[src/rtl/smr_pkg.sv]
`timescale 1ns / 1ps
// Shared types and constants for the multichannel speed ramp.
// Used by every module of the block; depends on nothing else.
package smr_pkg;

  localparam int DUTY_W   = 8;
  localparam int TIME_W   = 32;
  localparam int LEN_W    = 16;
  localparam int PCT_W    = 8;
  localparam int CHAN_W   = 2;
  localparam int CFG_W    = 3;
  localparam int PROD_W   = LEN_W + DUTY_W;
  localparam int Q_W      = DUTY_W;
  localparam int QCNT_W   = $clog2(Q_W);

  localparam logic [PCT_W-1:0] PCT_MAX    = PCT_W'(100);
  localparam int               DUTY_MAX   = 255;
  localparam logic [CFG_W-1:0] CFG_RESET  = CFG_W'(4);

  // 2^19 / 100 rounded up; exact floor for every dividend up to 100 * 255.
  localparam int RECIP_SHIFT = 19;
  localparam int RECIP_W     = 13;
  localparam logic [RECIP_W-1:0] RECIP_100 = RECIP_W'(((1 << RECIP_SHIFT) + 99) / 100);
  localparam int SCALE_W     = 15;
  localparam int SCALED_W    = SCALE_W + RECIP_W;

  localparam logic CMD_SET  = 1'b0;
  localparam logic CMD_TICK = 1'b1;

  typedef struct packed {
    logic              cmd;
    logic [CHAN_W-1:0] channel;
    logic [PCT_W-1:0]  speed_percent;
    logic [LEN_W-1:0]  ramp_ms;
    logic [TIME_W-1:0] now_ms;
  } smr_req_t;

  typedef struct packed {
    logic [CHAN_W-1:0] out_channel;
    logic [DUTY_W-1:0] duty;
    logic              last;
  } smr_res_t;

  // Clamp a percentage to 100 and scale it to 0..255, truncating.
  function automatic logic [DUTY_W-1:0] pct_to_duty(input logic [PCT_W-1:0] pct);
    logic [PCT_W-1:0]    p;
    logic [SCALE_W-1:0]  x;
    logic [SCALED_W-1:0] y;
    p = (pct > PCT_MAX) ? PCT_MAX : pct;
    x = SCALE_W'(p) * SCALE_W'(DUTY_MAX);
    y = SCALED_W'(x) * SCALED_W'(RECIP_100);
    return DUTY_W'(y >> RECIP_SHIFT);
  endfunction

endpackage

[src/rtl/smr_divider.sv]
`timescale 1ns / 1ps
// Restoring divider shared by all channels: one quotient bit per cycle.
// Depends on smr_pkg for the product and quotient widths.
module smr_divider (
  input  logic                      clk,
  input  logic                      rst,
  input  logic                      go,
  input  logic [smr_pkg::PROD_W-1:0] dividend,
  input  logic [smr_pkg::LEN_W-1:0]  divisor,
  output logic                      done,
  output logic [smr_pkg::Q_W-1:0]    quotient
);
  import smr_pkg::*;

  logic              run;
  logic [QCNT_W-1:0] cnt;
  logic [PROD_W-1:0] rem;
  logic [PROD_W-1:0] dsh;
  logic              fits;

  // The quotient is known to be below 2^Q_W, so the walk starts at bit Q_W-1.
  assign fits = (rem >= dsh);

  always_ff @(posedge clk) begin
    if (rst) begin
      run  <= 1'b0;
      done <= 1'b0;
    end else begin
      done <= !go && run && (cnt == '0);
      if (go) begin
        run <= 1'b1;
        cnt <= QCNT_W'(Q_W - 1);
      end else if (run) begin
        if (cnt == '0) begin
          run <= 1'b0;
        end else begin
          cnt <= cnt - 1'b1;
        end
      end
    end
  end

  always_ff @(posedge clk) begin
    if (go) begin
      rem      <= dividend;
      dsh      <= PROD_W'(divisor) << (Q_W - 1);
      quotient <= '0;
    end else if (run) begin
      if (fits) begin
        rem <= rem - dsh;
      end
      quotient <= {quotient[Q_W-2:0], fits};
      dsh      <= dsh >> 1;
    end
  end

endmodule

[src/rtl/multichannel_speed_ramp.sv]
`timescale 1ns / 1ps
// Multichannel linear speed ramp. A set-target item gives no result; the block stays idle.
// A tick stays busy while it walks the channels: a scan for each idle channel passed over
// or zero-length ramp, then scan, multiply, 8-step divide and write back for each ramping
// channel, and one closing scan; the next item goes in the cycle after. Results are
// one-cycle strobes that cannot be stalled. Reset (rst, synchronous) clears all channel
// state and sets active_channels to 4.
module multichannel_speed_ramp #(
  parameter int NUM_CHANNELS = 4
) (
  input  logic                      clk,
  input  logic                      rst,
  input  logic                      start,
  output logic                      busy,
  input  smr_pkg::smr_req_t         request,
  output logic                      result_valid,
  output smr_pkg::smr_res_t         result,
  input  logic                      cfg_we,
  input  logic [smr_pkg::CFG_W-1:0] cfg_data
);
  import smr_pkg::*;

  localparam int IDX_W = (NUM_CHANNELS > 1) ? $clog2(NUM_CHANNELS) : 1;
  localparam int CNT_W = $clog2(NUM_CHANNELS + 1);

  // Sequencer states.
  localparam logic [1:0] ST_IDLE = 2'd0;
  localparam logic [1:0] ST_SCAN = 2'd1;
  localparam logic [1:0] ST_MUL  = 2'd2;
  localparam logic [1:0] ST_DIV  = 2'd3;

  logic [1:0] state;

  // Configuration register.
  logic [CFG_W-1:0] active_channels;
  logic [CNT_W-1:0] n_use;

  // Per-channel ramp state.
  logic [DUTY_W-1:0] start_duty      [NUM_CHANNELS];
  logic [DUTY_W-1:0] goal_duty       [NUM_CHANNELS];
  logic [DUTY_W-1:0] present_duty    [NUM_CHANNELS];
  logic [TIME_W-1:0] ramp_start_time [NUM_CHANNELS];
  logic [LEN_W-1:0]  ramp_length     [NUM_CHANNELS];
  logic              ramping_up      [NUM_CHANNELS];

  // Tick walk state.
  logic [NUM_CHANNELS-1:0] pending;
  logic [NUM_CHANNELS-1:0] busy_vec;
  logic [NUM_CHANNELS-1:0] idx_hot;
  logic [IDX_W-1:0]        idx;
  logic [TIME_W-1:0]       now_lat;
  logic [LEN_W-1:0]        el_c;

  // One read port into the channel state: the item's channel while idle,
  // the walk index while a tick is in progress.
  logic [IDX_W-1:0]  rd_idx;
  logic [DUTY_W-1:0] cur_start;
  logic [DUTY_W-1:0] cur_goal;
  logic [DUTY_W-1:0] cur_present;
  logic [TIME_W-1:0] cur_time;
  logic [LEN_W-1:0]  cur_len;

  logic [TIME_W-1:0] elapsed;
  logic [LEN_W-1:0]  el_clamp;
  logic              ramp_down;
  logic [DUTY_W-1:0] abs_diff;
  logic [PROD_W-1:0] product;

  logic              accept;
  logic              set_ok;
  logic [DUTY_W-1:0] new_goal;

  logic              div_go;
  logic              div_done;
  logic [Q_W-1:0]    div_q;

  logic              emit;
  logic [DUTY_W-1:0] emit_duty;

  assign busy   = (state != ST_IDLE);
  assign accept = start && !busy;

  // A register value above the channel count acts as the channel count.
  always_comb begin
    if (32'(active_channels) > 32'(NUM_CHANNELS)) begin
      n_use = CNT_W'(NUM_CHANNELS);
    end else begin
      n_use = CNT_W'(active_channels);
    end
  end

  assign rd_idx      = (state == ST_IDLE) ? IDX_W'(request.channel) : idx;
  assign cur_start   = start_duty[rd_idx];
  assign cur_goal    = goal_duty[rd_idx];
  assign cur_present = present_duty[rd_idx];
  assign cur_time    = ramp_start_time[rd_idx];
  assign cur_len     = ramp_length[rd_idx];

  assign set_ok   = (32'(request.channel) < 32'(n_use));
  assign new_goal = pct_to_duty(request.speed_percent);

  // Which channels still have work, frozen when the tick is taken. A channel's
  // status only changes when the walk itself writes it, so this mask also tells
  // which write of the tick is the final one.
  always_comb begin
    for (int i = 0; i < NUM_CHANNELS; i++) begin
      busy_vec[i] = (32'(i) < 32'(n_use)) &&
                    (ramping_up[i] ? (present_duty[i] < goal_duty[i])
                                   : (present_duty[i] > goal_duty[i]));
      idx_hot[i]  = (32'(i) == 32'(idx));
    end
  end

  // Elapsed time wraps modulo 2^32 and is clamped to the ramp length.
  assign elapsed  = now_lat - cur_time;
  assign el_clamp = (elapsed > TIME_W'(cur_len)) ? cur_len : elapsed[LEN_W-1:0];

  // The division works on magnitudes; negating the quotient afterwards gives
  // truncation toward zero.
  assign ramp_down = (cur_goal < cur_start);
  assign abs_diff  = ramp_down ? (cur_start - cur_goal) : (cur_goal - cur_start);
  assign product   = PROD_W'(el_c) * PROD_W'(abs_diff);

  assign div_go = (state == ST_MUL);

  smr_divider u_div (
    .clk      (clk),
    .rst      (rst),
    .go       (div_go),
    .dividend (product),
    .divisor  (cur_len),
    .done     (div_done),
    .quotient (div_q)
  );

  // A duty write happens either straight from the scan (zero-length ramp jumps
  // to the goal) or when the divider finishes.
  always_comb begin
    emit      = 1'b0;
    emit_duty = cur_goal;
    unique case (state)
      ST_SCAN: begin
        emit = (pending != '0) && pending[idx] && (cur_len == '0);
      end
      ST_DIV: begin
        emit      = div_done;
        emit_duty = ramp_down ? (cur_start - div_q) : (cur_start + div_q);
      end
      default: begin
        emit = 1'b0;
      end
    endcase
  end

  // Sequencer and walk control.
  always_ff @(posedge clk) begin
    if (rst) begin
      state           <= ST_IDLE;
      active_channels <= CFG_RESET;
      pending         <= '0;
      idx             <= '0;
      result_valid    <= 1'b0;
    end else begin
      result_valid <= emit;
      if (cfg_we) begin
        active_channels <= cfg_data;
      end
      unique case (state)
        ST_IDLE: begin
          if (accept && (request.cmd == CMD_TICK)) begin
            pending <= busy_vec;
            idx     <= '0;
            state   <= ST_SCAN;
          end
        end
        ST_SCAN: begin
          if (pending == '0) begin
            state <= ST_IDLE;
          end else if (!pending[idx]) begin
            idx <= idx + 1'b1;
          end else if (cur_len != '0) begin
            state <= ST_MUL;
          end
        end
        ST_MUL: begin
          state <= ST_DIV;
        end
        ST_DIV: begin
          if (div_done) begin
            state <= ST_SCAN;
          end
        end
        default: begin
          state <= ST_IDLE;
        end
      endcase
      if (emit) begin
        pending <= pending & ~idx_hot;
        idx     <= idx + 1'b1;
      end
    end
  end

  // Result payload and per-tick latches.
  always_ff @(posedge clk) begin
    if (accept && (request.cmd == CMD_TICK)) begin
      now_lat <= request.now_ms;
    end
    if (state == ST_SCAN) begin
      el_c <= el_clamp;
    end
    if (emit) begin
      result.out_channel <= CHAN_W'(idx);
      result.duty        <= emit_duty;
      result.last        <= ((pending & ~idx_hot) == '0);
    end
  end

  // Channel state: a set target writes the item's channel, a duty write the
  // walk's channel; both never happen in the same cycle.
  always_ff @(posedge clk) begin
    if (rst) begin
      for (int i = 0; i < NUM_CHANNELS; i++) begin
        start_duty[i]      <= '0;
        goal_duty[i]       <= '0;
        present_duty[i]    <= '0;
        ramp_start_time[i] <= '0;
        ramp_length[i]     <= '0;
        ramping_up[i]      <= 1'b0;
      end
    end else begin
      if (accept && (request.cmd == CMD_SET) && set_ok) begin
        start_duty[rd_idx]      <= cur_present;
        goal_duty[rd_idx]       <= new_goal;
        ramp_start_time[rd_idx] <= request.now_ms;
        ramp_length[rd_idx]     <= request.ramp_ms;
        ramping_up[rd_idx]      <= (cur_present < new_goal);
      end
      if (emit) begin
        present_duty[idx] <= emit_duty;
      end
    end
  end

endmodule

[config.mk]
export PLATFORM = sky130hd
export DESIGN_NAME = multichannel_speed_ramp
export DESIGN_NICKNAME = d
export VERILOG_FILES = /design/src/rtl/smr_pkg.sv /design/src/rtl/smr_divider.sv /design/src/rtl/multichannel_speed_ramp.sv
export SDC_FILE = /design/constraint.sdc
export NUM_CORES = 1
export LEC_CHECK = 0
export BUFFER_PORTS_ARGS = -buffer_cell sky130_fd_sc_hd__buf_2
export CAP_MARGIN = 20
export CORE_ASPECT_RATIO = 2
export CORE_MARGIN = 2
export CORE_UTILIZATION = 65
export DETAILED_ROUTE_END_ITERATION = 16
export GPL_ROUTABILITY_DRIVEN = 0
export PLACE_DENSITY = 0.9
export SETUP_SLACK_MARGIN = 0.2
export SLEW_MARGIN = 20
export SYNTH_ARGS = -nofsm -noshare
export SYNTH_HDL_FRONTEND = slang
export SYNTH_SLANG_ARGS = --single-unit
[constraint.sdc]
create_clock -name clk -period 25.6 [get_ports clk]
set_input_delay 0 -clock clk [delete_from_list [all_inputs] [get_ports clk]]
set_output_delay 0 -clock clk [all_outputs]
set_load 0.02 [all_outputs]
==> impl_metrics.env <==
export IMPL_ys_flop_type="edfxtp_1"
export IMPL_hold_worst_slack_ns=0.04919
export IMPL_num_rows=114
export IMPL_grt_max_degree=66
export IMPL_rsz0062_at_grt="false"
export IMPL_worst_ep_arrival_time_ns=11.28
export IMPL_grt_first_pass_wirelength_mm=127.1
export IMPL_synthDistinctLibCells=76
export IMPL_clock_path_buffers=3
export IMPL_ys_ff_latch=423
export IMPL_min_path_cells=5
export IMPL_route_detailed_drc=0
export IMPL_die_h_um=316.9
export IMPL_hpwl_mm=58.14
export IMPL_grt_antenna_before_repair=0
export IMPL_start_kind="flip-flop"
export IMPL_ys_seq_area_share_pct=39.02
export IMPL_r2r_cells=30
export IMPL_port_buffer_count=78
export IMPL_dieArea_mm2=0.05084
export IMPL_dr_pass1_iters=5
export IMPL_min_delay_start="request[58]"
export IMPL_hold_path_class="in2reg"
export IMPL_critPathMostFrequentCell="fa_1"
export IMPL_wl_per_cell_um=22.16
export IMPL_synth_warnings=0
export IMPL_cp_end_kind="flip-flop"
export IMPL_tritoncts="built"
export IMPL_min_to="pending[2]"
export IMPL_final_util_pct=71.84
export IMPL_vias_per_cell=6.236
export IMPL_drive_above_1_share_pct=9.617
export IMPL_dr_total_vias=22723
export IMPL_worstPathMaxFanout=48
export IMPL_maxCapViolCount=0
export IMPL_syn_avg_cell_area_um2=11.14
export IMPL_final_antenna_net_count=0
export IMPL_r2r_start="state[0]"
export IMPL_tns_ns=0
export IMPL_final_setup_skew_ns=0.02140
export IMPL_startpoint="state[0]"
export IMPL_synth_top_cell_area_share_pct=37.19
export IMPL_netlist_area_mm2=0.03181
export IMPL_cts_repair_resized=0
export IMPL_crit_slowest_cell="o41ai_1"
export IMPL_nNetsFinal=3544
export IMPL_hold_viol_final=0
export IMPL_crit_cells=30
export IMPL_start_util_pct=65.79
export IMPL_ios=79
export IMPL_die_w_um=160.4
export IMPL_cts_root_buffer="clkbuf_16"
export IMPL_fin_crit_ns=10.94
export IMPL_cts_buffers=38
export IMPL_seqCellArea_mm2=0.01241
export IMPL_drt_iter0_markers=1848
export IMPL_critPathRequiredTime_ns=25.94
export IMPL_synth_area_top_cells="edfxtp_1 (37%), ha_1 (13%), fa_1 (11%)"
export IMPL_critPathTopFamily="adder cells"
export IMPL_grt_usage_pct=32.29
export IMPL_slew_violations=0
export IMPL_fmax_ghz=0.09140
export IMPL_clk_pin_slew_ns=0.07
export IMPL_routed_wl_mm=80.76
export IMPL_yosys_cell_count_top_type="inv_1"
export IMPL_finalSetupViolations=0
export IMPL_grt_ovfl_total=0
export IMPL_crit_type="reg2reg"
export IMPL_slew_headroom_pct=25.07
export IMPL_r2r_end="u_div.rem[18]"
export IMPL_yosys_top_cells_count="inv_1 (452), edfxtp_1 (394), ha_1 (321)"
export IMPL_postCtsSetupRepairBufs=0
export IMPL_htreeDepth=2
export IMPL_synth_cells=2855
export IMPL_timing_final_crit_share_pct=42.74
export IMPL_tightestPinTransition_ns=1.121
export IMPL_syn_to_final_growth_pct=9.195
export IMPL_multi_input_area_mm2=0.01747
export IMPL_grt_pass1_vias=24786
export IMPL_cp_num_buf_inv=6
export IMPL_async_flop_share_pct=0
export IMPL_clk_insertion_delay_late_ns=0.58
export IMPL_synth_edff_count=394
export IMPL_slowest_delay_ns=0.86
export IMPL_reg2reg_slack_ns=14.66
export IMPL_fillerInstances=3025
export IMPL_synth_top_cell_by_area="edfxtp_1"
export IMPL_core_mm2=0.04835
export IMPL_cts_sink_count=423
export IMPL_outcome="finished, final reports clean"
timing repair:
action,CTS,global route
hold buffers,57,0
hold endpoints to repair,236,0
endpoints found under the setup margin,0,0
how the worst max path moves through the flow:
stage                               end  slack (ns)
after floorplan           u_div.rem[23]       15.72
after global placement    ramping_up[0]       14.99
after detailed placement  ramping_up[1]       14.48
after CTS                 u_div.rem[18]       14.79
after global routing      u_div.rem[18]       13.93
final                     u_div.rem[18]       14.66
worst register-to-register path: cells and delay by family, from the launching register on:
kind / cells / cell delay, ns
compound gates: 8 / 2.48
xor+xnor: 2 / 0.37
fa+ha+maj: 7 / 3.11
buf+inv: 6 / 2.02
flops: 1 / 0.36
mux: 3 / 1.42
simple gates: 4 / 0.94
layer usage:
layer | up-vias | GRT usage (%) | share of wire (%)
met2 | 1130 | 60.93 | 54
met3 | 415 | 4.174 | 5.8
met4 | 0 | 23.12 | 7.7
met1 | 11194 | 32.48 | 33
met5 | - | 0 | 0
li1 | 9984 | - | -
state kept, by name, summed over array words and instances, names as in the netlist:
name	flops
active_channels	3
el_c	16
goal_duty	32
idx	2
now_lat	32
pending	4
present_duty	32
ramp_length	64
ramp_start_time	128
ramping_up	4
result	11
result_valid	1
start_duty	32
state	2
u_div.cnt	3
u_div.done	1
u_div.dsh	23
u_div.quotient	8
u_div.rem	24
u_div.run	1
layout by cell type (no fill, tap or decap), drive strengths merged, types with 35 or more instances in the layout:
cell	count
a21o	47
a21oi	111
and2	283
buf	99
clkbuf	45
dlygate4sd3	57
edfxtp	394
fa	181
ha	321
inv	453
mux2i	37
mux4	73
nand2	158
nand2b	35
nor2	157
o21ai	90
xnor2	73
stage by stage:
step,setup slack [ns],std cells,cell area (um^2)
3_5_place_dp,14.48,3517,32920
6_report,14.66,3644,34740
2_1_floorplan,15.72,2860,31830
4_1_cts,14.79,3643,34740
5_1_grt,13.93,3643,34740
3_3_place_gp,14.99,3517,32920
area by class of cell:
| type | instances | area share (%) |
|---|---|---|
| multi-input combinational | 1905 | 50.29 |
| sequential | 423 | 35.73 |
| inverter | 452 | 4.884 |
| timing repair buffer | 156 | 3.220 |
| clock buffer | 45 | 2.932 |
| tap | 638 | 2.298 |
| clock inverter | 24 | 0.6411 |
| antenna | 1 | 0.007204 |
cell families (layout without fill, tap and decap cells):
family	Yosys count	count (layout)	share of synthesized area (%)
flops	423	423	39.02
mux	132	132	7.217
xor+xnor	106	106	2.918
fa+ha+maj	502	502	24.01
buf+inv	532	677	6.395
other cells	2	8	0.02361
simple gates	781	781	12.83
compound gates	377	377	7.591
Power is not shown: default switching activity piles up to over one toggle a cycle in this logic, so the estimate is an artifact.
